**config.mk**
```make
export PLATFORM = sky130hd
export DESIGN_NAME = fragment_range_placer_core
export DESIGN_NICKNAME = d
export VERILOG_FILES = /design/src/hdl/frp_pkg.sv /design/src/hdl/fragment_range_placer_core.sv /design/src/hdl/frp_place.sv
export SDC_FILE = /design/constraint.sdc
export NUM_CORES = 2
export LEC_CHECK = 0
export BUFFER_PORTS_ARGS = -buffer_cell sky130_fd_sc_hd__clkbuf_2
export CELL_PAD_IN_SITES_DETAIL_PLACEMENT = 1
export CELL_PAD_IN_SITES_GLOBAL_PLACEMENT = 2
export CORE_MARGIN = 2
export CORE_UTILIZATION = 38
export CTS_CLUSTER_DIAMETER = 100
export DETAILED_ROUTE_END_ITERATION = 10
export GPL_TIMING_DRIVEN = 0
export PLACE_DENSITY = 0.82
export SYNTH_ARGS = -nofsm -noshare
export SYNTH_HDL_FRONTEND = slang
export SYNTH_SLANG_ARGS = --single-unit
```
**constraint.sdc**
```tcl
create_clock -name aclk -period 14.55 [get_ports aclk]
set_clock_uncertainty 0.1 [all_clocks]
set_input_delay 0.7275 -clock aclk [delete_from_list [all_inputs] [get_ports aclk]]
set_output_delay 0.7275 -clock aclk [all_outputs]
set_load 0.05 [all_outputs]
```
**src/hdl/frp_pkg.sv**
```systemverilog
// ---------------------------------------------------------------------------
// frp_pkg: shared types and constants for the fragment range placer
// Payload structs for both channels, job status codes, register indexes
// and the per-job state record passed between the top level and datapath.
// ---------------------------------------------------------------------------
`default_nettype none

package frp_pkg;

    localparam int DATA_W              = 64;
    localparam int TAG_W               = 8;
    localparam int SKIP_W              = 9;
    localparam int CFG_INDEX_W         = 2;
    localparam int SECTOR_BYTES_DEFAULT = 512;

    typedef enum logic [2:0] {
        ST_RUNNING  = 3'd0,
        ST_DONE     = 3'd1,
        ST_EMPTY    = 3'd2,
        ST_TOO_BIG  = 3'd3,
        ST_LIST_BIG = 3'd4,
        ST_PAST_END = 3'd5
    } status_t;

    typedef enum logic [CFG_INDEX_W-1:0] {
        CFG_START_OFFSET = 2'd0,
        CFG_RANGE_LENGTH = 2'd1,
        CFG_RUN_KIND     = 2'd2
    } cfg_reg_t;

    typedef struct packed {
        logic [DATA_W-1:0] fragment_first_sector;
        logic [DATA_W-1:0] fragment_sectors;
        logic              last_fragment;
    } frag_t;

    typedef struct packed {
        logic              run_valid;
        logic [DATA_W-1:0] run_bytes;
        logic [DATA_W-1:0] run_source_sector;
        logic [SKIP_W-1:0] run_skip;
        logic [TAG_W-1:0]  run_tag;
        status_t           job_status;
        logic              job_end;
    } run_t;

    // range_end is cursor + bytes_left, one bit wider so it never wraps
    typedef struct packed {
        logic [DATA_W-1:0] cursor;
        logic [DATA_W-1:0] bytes_left;
        logic [DATA_W:0]   range_end;
        logic [DATA_W-1:0] base;
        status_t           phase;
    } job_state_t;

endpackage

`default_nettype wire

```
**src/hdl/fragment_range_placer_core.sv**
```systemverilog
// ---------------------------------------------------------------------------
// fragment_range_placer_core: maps a file byte range onto its fragment list
//
// Configure start_offset, range_length and run_kind through the cfg port
// (cfg_valid/cfg_ready, cfg_index, cfg_data) while no job is in flight;
// cfg_ready is always high. start_offset and range_length are latched at the
// first fragment of a job, so writes during a job apply to the next one;
// run_kind is copied into every run as currently written.
// Fragments enter on s_valid/s_ready as s_data; each gives exactly one
// result on m_valid/m_ready as m_data, with a run when it overlaps the
// range, and the job status. The fragment marked last closes the job.
// Each fragment passes an input register, then the placement logic into the
// result register. Throughput is one fragment per cycle while m_ready holds
// high; the job state update is a single 64-bit add followed by compares
// and subtracts in parallel.
// When the receiver stalls, the result register holds and the input
// register still takes one more fragment; s_ready then drops until m_ready.
// Reset clears all valids, the configuration and the job state; the next
// fragment opens a new job.
// ---------------------------------------------------------------------------
`default_nettype none

module fragment_range_placer_core #(
    parameter int SECTOR_BYTES = frp_pkg::SECTOR_BYTES_DEFAULT
) (
    input  logic                            aclk,
    input  logic                            aresetn,
    input  logic                            cfg_valid,
    output logic                            cfg_ready,
    input  logic [frp_pkg::CFG_INDEX_W-1:0] cfg_index,
    input  logic [frp_pkg::DATA_W-1:0]      cfg_data,
    input  logic                            s_valid,
    output logic                            s_ready,
    input  frp_pkg::frag_t                  s_data,
    output logic                            m_valid,
    input  logic                            m_ready,
    output frp_pkg::run_t                   m_data
);
    import frp_pkg::*;

    logic [DATA_W-1:0] start_offset_reg, start_offset_next;
    logic [DATA_W-1:0] range_length_reg, range_length_next;
    logic [TAG_W-1:0]  run_kind_reg, run_kind_next;
    logic [DATA_W:0]   cfg_end_reg, cfg_end_next;

    frag_t      in_reg;
    logic       in_valid_reg, in_valid_next;
    run_t       out_reg;
    logic       out_valid_reg, out_valid_next;
    job_state_t st_reg;
    logic       job_open_reg, job_open_next;

    job_state_t st_eff;
    job_state_t st_new;
    run_t       res;
    logic       s_xfer;
    logic       advance;

    // ---------------- configuration ----------------
    assign cfg_ready = 1'b1;

    always_comb begin
        start_offset_next = start_offset_reg;
        range_length_next = range_length_reg;
        run_kind_next     = run_kind_reg;
        cfg_end_next      = cfg_end_reg;
        if (cfg_valid) begin
            unique case (cfg_reg_t'(cfg_index))
                CFG_START_OFFSET: begin
                    start_offset_next = cfg_data;
                    cfg_end_next      = {1'b0, cfg_data} + {1'b0, range_length_reg};
                end
                CFG_RANGE_LENGTH: begin
                    range_length_next = cfg_data;
                    cfg_end_next      = {1'b0, start_offset_reg} + {1'b0, cfg_data};
                end
                CFG_RUN_KIND: run_kind_next = cfg_data[TAG_W-1:0];
                default: ;
            endcase
        end
    end

    always_ff @(posedge aclk) begin
        if (!aresetn) begin
            start_offset_reg <= '0;
            range_length_reg <= '0;
            run_kind_reg     <= '0;
            cfg_end_reg      <= '0;
        end else begin
            start_offset_reg <= start_offset_next;
            range_length_reg <= range_length_next;
            run_kind_reg     <= run_kind_next;
            cfg_end_reg      <= cfg_end_next;
        end
    end

    // ---------------- handshake ----------------
    assign advance = in_valid_reg && (!out_valid_reg || m_ready);
    assign s_ready = !in_valid_reg || advance;
    assign s_xfer  = s_valid && s_ready;

    assign in_valid_next  = s_xfer ? 1'b1 : (advance ? 1'b0 : in_valid_reg);
    assign out_valid_next = advance ? 1'b1 : (m_ready ? 1'b0 : out_valid_reg);
    assign job_open_next  = advance ? !in_reg.last_fragment : job_open_reg;

    // a new job starts from the configured range
    always_comb begin
        if (job_open_reg) begin
            st_eff = st_reg;
        end else begin
            st_eff.cursor     = start_offset_reg;
            st_eff.bytes_left = range_length_reg;
            st_eff.range_end  = cfg_end_reg;
            st_eff.base       = '0;
            st_eff.phase      = ST_RUNNING;
        end
    end

    frp_place #(
        .SECTOR_BYTES (SECTOR_BYTES)
    ) u_place (
        .frag     (in_reg),
        .st       (st_eff),
        .run_kind (run_kind_reg),
        .st_next  (st_new),
        .res      (res)
    );

    always_ff @(posedge aclk) begin
        if (!aresetn) begin
            in_valid_reg  <= 1'b0;
            out_valid_reg <= 1'b0;
            job_open_reg  <= 1'b0;
            st_reg        <= '0;
        end else begin
            in_valid_reg  <= in_valid_next;
            out_valid_reg <= out_valid_next;
            job_open_reg  <= job_open_next;
            if (advance) begin
                st_reg <= st_new;
            end
        end
    end

    always_ff @(posedge aclk) begin
        if (s_xfer) begin
            in_reg <= s_data;
        end
        if (advance) begin
            out_reg <= res;
        end
    end

    assign m_valid = out_valid_reg;
    assign m_data  = out_reg;

    // ---------------- assertions ----------------
    a_run_only_while_placing: assert property (@(posedge aclk) disable iff (!aresetn)
        (m_valid && m_data.run_valid) |->
            (m_data.job_status == ST_RUNNING || m_data.job_status == ST_DONE ||
             m_data.job_status == ST_PAST_END))
        else $error("run emitted with error status");

    a_idle_run_is_zero: assert property (@(posedge aclk) disable iff (!aresetn)
        (m_valid && !m_data.run_valid) |->
            (m_data.run_bytes == '0 && m_data.run_source_sector == '0 &&
             m_data.run_skip == '0 && m_data.run_tag == '0))
        else $error("non-run result carries payload");

    a_end_not_running: assert property (@(posedge aclk) disable iff (!aresetn)
        (m_valid && m_data.job_end) |-> (m_data.job_status != ST_RUNNING))
        else $error("job ended while still running");

    a_last_closes_job: assert property (@(posedge aclk) disable iff (!aresetn)
        (advance && in_reg.last_fragment) |=> !job_open_reg)
        else $error("job still open after last fragment");

endmodule

`default_nettype wire

```
**src/hdl/frp_place.sv**
```systemverilog
// ---------------------------------------------------------------------------
// frp_place: fragment placement datapath
// Checks one fragment against the job state, cuts the overlapping run and
// produces the next job state. Pure combinational, one fragment per cycle.
// ---------------------------------------------------------------------------
`default_nettype none

module frp_place #(
    parameter int SECTOR_BYTES = frp_pkg::SECTOR_BYTES_DEFAULT
) (
    input  frp_pkg::frag_t                  frag,
    input  frp_pkg::job_state_t             st,
    input  logic [frp_pkg::TAG_W-1:0]       run_kind,
    output frp_pkg::job_state_t             st_next,
    output frp_pkg::run_t                   res
);
    import frp_pkg::*;

    localparam int SHIFT = $clog2(SECTOR_BYTES);

    logic [DATA_W-1:0] span_bytes;
    logic [DATA_W:0]   span_stop;
    logic [DATA_W:0]   rem_wide;
    logic [DATA_W-1:0] take;
    logic [DATA_W-1:0] sector;
    logic [DATA_W-1:0] skip_wide;
    logic              too_big;
    logic              list_big;
    logic              left_nz;
    logic              hit;
    logic              short_range;
    logic              fits_end;

    assign too_big    = (frag.fragment_sectors >> (DATA_W - SHIFT)) != '0;
    assign span_bytes = frag.fragment_sectors << SHIFT;
    assign span_stop  = {1'b0, st.base} + {1'b0, span_bytes};
    assign list_big   = span_stop[DATA_W];

    assign left_nz     = st.bytes_left != '0;
    assign hit         = left_nz && (st.cursor < span_stop[DATA_W-1:0]);
    // range ends inside this fragment: the run takes everything left
    assign short_range = st.range_end < span_stop;
    assign fits_end    = st.range_end <= span_stop;
    assign rem_wide    = st.range_end - span_stop;

    assign take = short_range ? st.bytes_left : (span_stop[DATA_W-1:0] - st.cursor);

    // base is sector aligned, so the sector index splits without a borrow
    assign sector    = frag.fragment_first_sector + (st.cursor >> SHIFT) - (st.base >> SHIFT);
    assign skip_wide = st.cursor & (DATA_W'(SECTOR_BYTES) - DATA_W'(1));

    always_comb begin
        st_next = st;
        res     = '0;
        if (st.phase == ST_RUNNING) begin
            priority if (frag.fragment_sectors == '0) begin
                st_next.phase = ST_EMPTY;
            end else if (too_big) begin
                st_next.phase = ST_TOO_BIG;
            end else if (list_big) begin
                st_next.phase = ST_LIST_BIG;
            end else begin
                if (hit) begin
                    res.run_valid         = 1'b1;
                    res.run_bytes         = take;
                    res.run_source_sector = sector;
                    res.run_skip          = skip_wide[SKIP_W-1:0];
                    res.run_tag           = run_kind;
                    st_next.cursor        = short_range ? st.range_end[DATA_W-1:0]
                                                        : span_stop[DATA_W-1:0];
                    st_next.bytes_left    = short_range ? '0 : rem_wide[DATA_W-1:0];
                end
                st_next.base = span_stop[DATA_W-1:0];
                if (hit ? fits_end : !left_nz) begin
                    st_next.phase = ST_DONE;
                end
            end
        end
        if (frag.last_fragment && st_next.phase == ST_RUNNING) begin
            st_next.phase = ST_PAST_END;
        end
        res.job_status = st_next.phase;
        res.job_end    = frag.last_fragment;
    end

endmodule

`default_nettype wire

```
-- After elaboration in Yosys (flattened, before gate mapping)
Cells that the tools add are included.
- logic and storage cells: 86
- register bits after elaboration: 743
- output and inout bits: 153
- bitwise gates (word level): 2
- add/subtract/negate cells: 7
- equal/unequal tests: 2
- order comparisons: 3
- muxes and demuxes: 25
- reductions and logical operators: 25
- operators with widths (operator ; number):
    $mux 128 ; 5
    $mux 64 ; 6
    $mux 260 ; 1
    $add 64x64->65 ; 3
    $mux 146 ; 1
    $pmux 65 s2 ; 1
    $reduce_bool 64->1 ; 2
    $sub 64x64->64 ; 2
    $mux 67 ; 1
    $le 65x65->1 ; 1
    $lt 65x65->1 ; 1
    $add 64x55->64 ; 1
    $logic_not 64->1 ; 1
    $lt 64x64->1 ; 1
    $sub 64x55->64 ; 1
    $mux 3 ; 5
    $reduce_and 2->1 ; 4
    $logic_not 3->1 ; 2
    $reduce_bool 2->1 ; 3
    $mux 1 ; 5
    $reduce_or 5->1 ; 1
    $logic_and 1x1->1 ; 4
    $logic_not 1->1 ; 4
    $reduce_or 4->1 ; 1
    5 further kinds ; 7

-- Longest topological paths before layout
- word-level depth: 13
- mapped depth: 46
- depth with buffers taken out: 30

-- Modules after synthesis
A second synthesis with hierarchy kept.
- cells, all modules: 6357
- area total of the unflattened synthesis: 52587.9 um2
- modules (own cells, without submodules) (module ; cells an instance ; area an instance (um2) ; times used):
    fragment_range_placer_core ; 3200 ; 32562.5 ; 1
    frp_place ; 3157 ; 20025.5 ; 1

-- Worst setup path after synthesis
Ideal clock, no wire load.
- path type: register to register
- start point: register job_open_reg
- end point: register st_reg[137] in the netlist's numbering
- data arrival time: 9.624 ns
- stages on the path, launching flop included: 46
- period minus slack after synthesis: 10.079 ns
- data required time: 14.095 ns
- setup time: 0.355 ns
- slack: 4.471 ns
- buffers on the path: 17
- path through: dfxtp_1 -> buf_6 -> buf_6 -> buf_6 -> buf_4 -> buf_2 -> buf_1 -> buf_2 -> buf_2 -> buf_2 -> buf_1 -> buf_1 -> buf_1 -> clkbuf_1 -> and2_1 -> ha_1 -> a41o_1 -> a21oi_1 -> [10 not listed] -> ha_1 -> clkbuf_1 -> o21ai_0 -> o21ai_0 -> nand4_1 -> nand2_1 -> a21o_1 -> a221o_1 -> maj3_1 -> a221oi_2 -> o32a_1 -> a211o_1 -> buf_2 -> nor2b_1 -> buf_2 -> buf_4 -> a21oi_1 -> a21oi_1
- longest elaborated chain between the ends: 9
- elaborated cells on any way between the ends: 14
- ends and longest elaborated chain (what ; line ; source):
    start, declared ; fragment_range_placer_core.sv:51 ; logic job_open_reg, job_open_next;
    start signal, assigned ; fragment_range_placer_core.sv:138 ; job_open_reg <= job_open_next;
    $mux 260 * ; fragment_range_placer_core.sv:108 ; if (job_open_reg) begin
    $add 64x64->65 ; frp_place.sv:36 ; assign span_stop = {1'b0, st.base} + {1'b0, span_bytes};
    $sub 64x64->64, or another cell as far along ; frp_place.sv:44 ; assign rem_wide = st.range_end - span_stop;
    $mux 64 / $logic_and 1x1->1 (equally long branches) ; frp_place.sv:71, frp_place.sv:40 ;
    $mux 128 ; frp_place.sv:63 ; if (hit) begin
    $mux 128 ; frp_place.sv:60 ; end else if (list_big) begin
    $mux 128 ; frp_place.sv:58 ; end else if (too_big) begin
    $mux 128 ; frp_place.sv:56 ; priority if (frag.fragment_sectors == '0) begin
    $mux 128 * ; frp_place.sv:55 ; if (st.phase == ST_RUNNING) begin
    end signal, assigned ; fragment_range_placer_core.sv:140 ; st_reg <= st_new;
    end, declared ; fragment_range_placer_core.sv:50 ; job_state_t st_reg;
Mark *: on every way between the ends. The rest lies on a longest branch, timed or not.
A chain may end at the register's enable or synchronous reset.

-- Final worst setup path
- start point: register job_open_reg
- end point: register out_reg, in the netlist m_data[148], data pin
- longest elaborated chain between the ends: 6
- elaborated cells on any way between the ends: 12
- ends and longest elaborated chain (what ; line ; source):
    $mux 260 * ; fragment_range_placer_core.sv:108 ;
    $add 64x64->65 ; frp_place.sv:36 ;
    $lt 64x64->1 ; frp_place.sv:40 ; assign hit = left_nz && (st.cursor < span_stop[DATA_W-1:0]);
    $logic_and 1x1->1 ; frp_place.sv:40 ;
    $not 1->1 (no line) ; - ;
    $reduce_or 5->1 (no line) ; - ;
    end signal, assigned ; fragment_range_placer_core.sv:150 ; out_reg <= res;
    end, declared ; fragment_range_placer_core.sv:48 ; run_t out_reg;
Marks and branches as above.

==> results by group <==
Critical path
  • Cell family with most CP delay: buffers and inverters
  • Most common cell on crit path: buf_2
  • Reg2reg end: m_data[148]$_SDFFCE_PP0P_
  • Reg2Reg Depth: 40
  • Worst setup EP type: flip-flop
  • WP buf/inv: 17
  • Reg2reg start: job_open_reg$_SDFFE_PN0P_
  • Slowest Stage Delay on Critical Path: 0.58 ns
  • CP max FO: 19
  • Crit Path Category: reg -> reg
  • Slowest-stage cell, CP: nor3_1
  • Crit path DAT: 14.68 ns
  • CP Data Required Time: 14.98 ns
  • Worst path depth: 40
  • Type of element launching the critical path: flip-flop
  • Reg2reg setup slack: 0.30 ns

Synth
  • Post-Synthesis Cells: 6004
  • Post-synthesis sequential area ratio: around a third
  • Number of synthesized flops with an enable pin: 279
  • Ys flop type: dfxtp_1
  • Library cells used by synthesis: 115
  • Syn nets: about 6.5k
  • Post-synth ARST share: 0%
  • Post-Syn Area per Cell: around 8.4 µm²
  • Number of synthesized register bits: about 740
  • Mapped Area: 50400 µm²
  • Yosys synthesis warning count: 0

Clock network
  • Clk_lat worst skew: around 0.74 ns
  • Num CTS Buffers: 90
  • H-Tree Depth: 3
  • CTS tree: done
  • Reg clk slew, reported paths: roughly 0.060 ns
  • CTS Root Cell: clkbuf_16
  • Clk buf depth: 3
  • CTS Sinks: ~740
  • Hold Buf Count CTS: 0

Global routing
  • Largest net degree at the start of global routing: between 60 and 70
  • Initial antenna violation count: 9
  • GRT Overall Usage: between 30% and 40%
  • Vias in the first global route: 48.8k
  • Overflow after GRT: 0
  • First-pass GRT wire length: 343000 µm

Routing
  • Met3 WL: 16100 µm
  • DRT Wirelength: 242000 µm
  • Average wire per standard cell: about 30 µm
  • DRT antenna net count: 0
  • Top sig layer: met5
  • Drt via density: 5.89
  • M1 wire length: 109000 µm
  • Met2 wire len: approximately 110000 µm
  • DR iter-0 viols: 4372
  • Residual DRC: 0
  • Vias: between 40k and 50k
  • Drt first pass iters: 5

Timing
  • Final worst-path cycle share: 98.0%
  • Unrepaired setup endpoints after global routing: false
  • Final hold viol count: 0
  • Fin crit period: 14.25 ns
  • Max Slew Vio Count: 12
  • Worst-Margin Slew: around 1.5 ns
  • Relative slew slack: -2.13%
  • F_max: 0.0702 GHz
  • Setup violations, final: 0
  • Final worst setup slack: slightly below 0.3 ns

Power and ir drop
  • Pwr dens: 106 nW/µm²
  • Worst vdd ir: 0.0928 mV
  • Total power: between 6 and 7 mW
  • Leakage power: ~24 nW

Hold path
  • Hold Path End: in_reg[54]$_DFFE_PP_
  • Worst min path class: in -> reg
  • Hold-critical path depth: 1
  • HP Start: s_data[54]

Placement
  • DP Wirelength: 197000 µm
  • Placed insts: 8114
  • GP Congestion: 0.991
  • IO buf count: 350
  • Post-place setup slack: -2.83 ns

Die
  • Core area: 132000 µm²
  • Die Y: 368 µm
  • Row cnt: 133
  • Horiz. Die Dim: 368 µm
  • Starting Density: 38.3%
  • Die ar.: 136000 µm²
  • Top Ports: approximately 350

Run status
  • Failing checks: capacitance limit, slew limit
  • Status: finished, violations left

Cells and area
  • Most common cell after layout, fill and taps aside: a21oi_1
  • Final cell count without fillers: 8289
  • Fillers: 15.7k
  • Max FFs per register: 260
  • Nets: 6996
  • Synth-to-Final Area Change: 14.3%
  • Commonest non-fill, non-tap cells in the layout: a21oi_1 (706), nor2_1 (656), nand2_1 (601), dfxtp_1 (464), clkbuf_2 (354)
  • Finished Core Util: 43.8%
  • Ratio of cells with drive above 1 in the final layout: 12.1%

Job
  • Max-Cap Viols: 3
==> per-layer routing <==
| metal | GRT usage [%] | vias to the layer above |
|---|---|---|
| met2 | 53.9 | 1751 |
| met1 | 47.5 | 24300 |
| met3 | 5.58 | 427 |
| li1 | - | 22300 |
| met4 | 14.9 | 4 |
| met5 | 0 | - |
==> power by group <==
part / leakage [nW] / switching (mW) / total (mW) / internal (mW)
Sequential: 6.46 / 0.0739 / 2.32 / 2.25
Combinational: 16.3 / 0.932 / 1.39 / 0.458
Clock: 1.48 / 1.04 / 2.37 / 1.33
Total: 24.2 / 2.05 / 6.08 / 4.04
==> worst max path at each step <==
| stage | slack, ns | end | start |
|---|---|---|---|
| 5_1_grt | 0.25 | m_data[148]$_SDFFCE_PP0P_ | job_open_reg$_SDFFE_PN0P_ |
| 4_1_cts | 0.17 | st_reg[182]$_SDFFE_PN0P_ | job_open_reg$_SDFFE_PN0P_ |
| 3_5_place_dp | -2.83 | m_data[88]$_SDFFCE_PP0P_ | job_open_reg$_SDFFE_PN0P_ |
| 2_1_floorplan | 4.47 | st_reg[137]$_SDFFE_PN0P_ | job_open_reg$_SDFFE_PN0P_ |
| 6_report | 0.30 | m_data[148]$_SDFFCE_PP0P_ | job_open_reg$_SDFFE_PN0P_ |
| 3_3_place_gp | -4.02 | m_data[88]$_SDFFCE_PP0P_ | job_open_reg$_SDFFE_PN0P_ |
==> cell usage after synthesis (144+ instances only) <==
library cell,instances,share of area (%)
a21o_1,224,3.3
clkbuf_1,228,1.7
o21ai_0,284,2.8
xnor2_1,192,3.3
a21oi_1,706,7.0
nand2_1,601,4.5
edfxtp_1,279,17
nor2_1,656,4.9
dfxtp_1,464,18
inv_1,305,2.3
ha_1,301,7.5
mux2i_1,144,2.9
==> final cells by class <==
cell class              count  area (µm²)  share of cell area, %
multi-input cells        4614       30200                   52.4
flip-flops and latches    743       17700                   30.7
clock buffers             115        2510                   4.36
well taps                1755        2200                   3.81
repair buffers            359        1890                   3.28
plain buffers             337        1440                   2.50
inverters                 307        1150                   2.00
clock inverters            53         543                  0.943
diodes                      6        15.0                 0.0261
==> repair_timing <==
item / 4_1_cts / 5_1_grt
buffers inserted: 0 / 3
resized for setup: 16 / 4
pin swaps: 0 / 1
endpoints found under the setup margin: 278 / 110
==> kinds of logic (layout without fill, tap and decap cells) <==
| family | after synthesis | count (layout) | synth area share [%] |
|---|---|---|---|
| compound gates | 1732 | 1732 | 21.4 |
| xor+xnor | 323 | 323 | 5.67 |
| fa+ha+maj | 361 | 361 | 9.52 |
| buf+inv | 647 | 1171 | 5.09 |
| flops | 743 | 743 | 35.1 |
| mux | 287 | 287 | 6.06 |
| other cells | 1 | 7 | 0.00744 |
| simple gates | 1910 | 1910 | 17.2 |
==> stage by stage <==
stage | hold WS [ns] | TNS, ns | area, µm²
CTS | 0.0323 | 0 | 57600
global route | 0.0528 | 0 | 57600
detailed placement | 0.343 | -622.44 | 54500
floorplan | 0.329 | 0 | 50400
global placement | 0.338 | -687.79 | 54300
finish | 0.0745 | 0 | 57600
No activity file was read; power rests on OpenSTA's default activity.
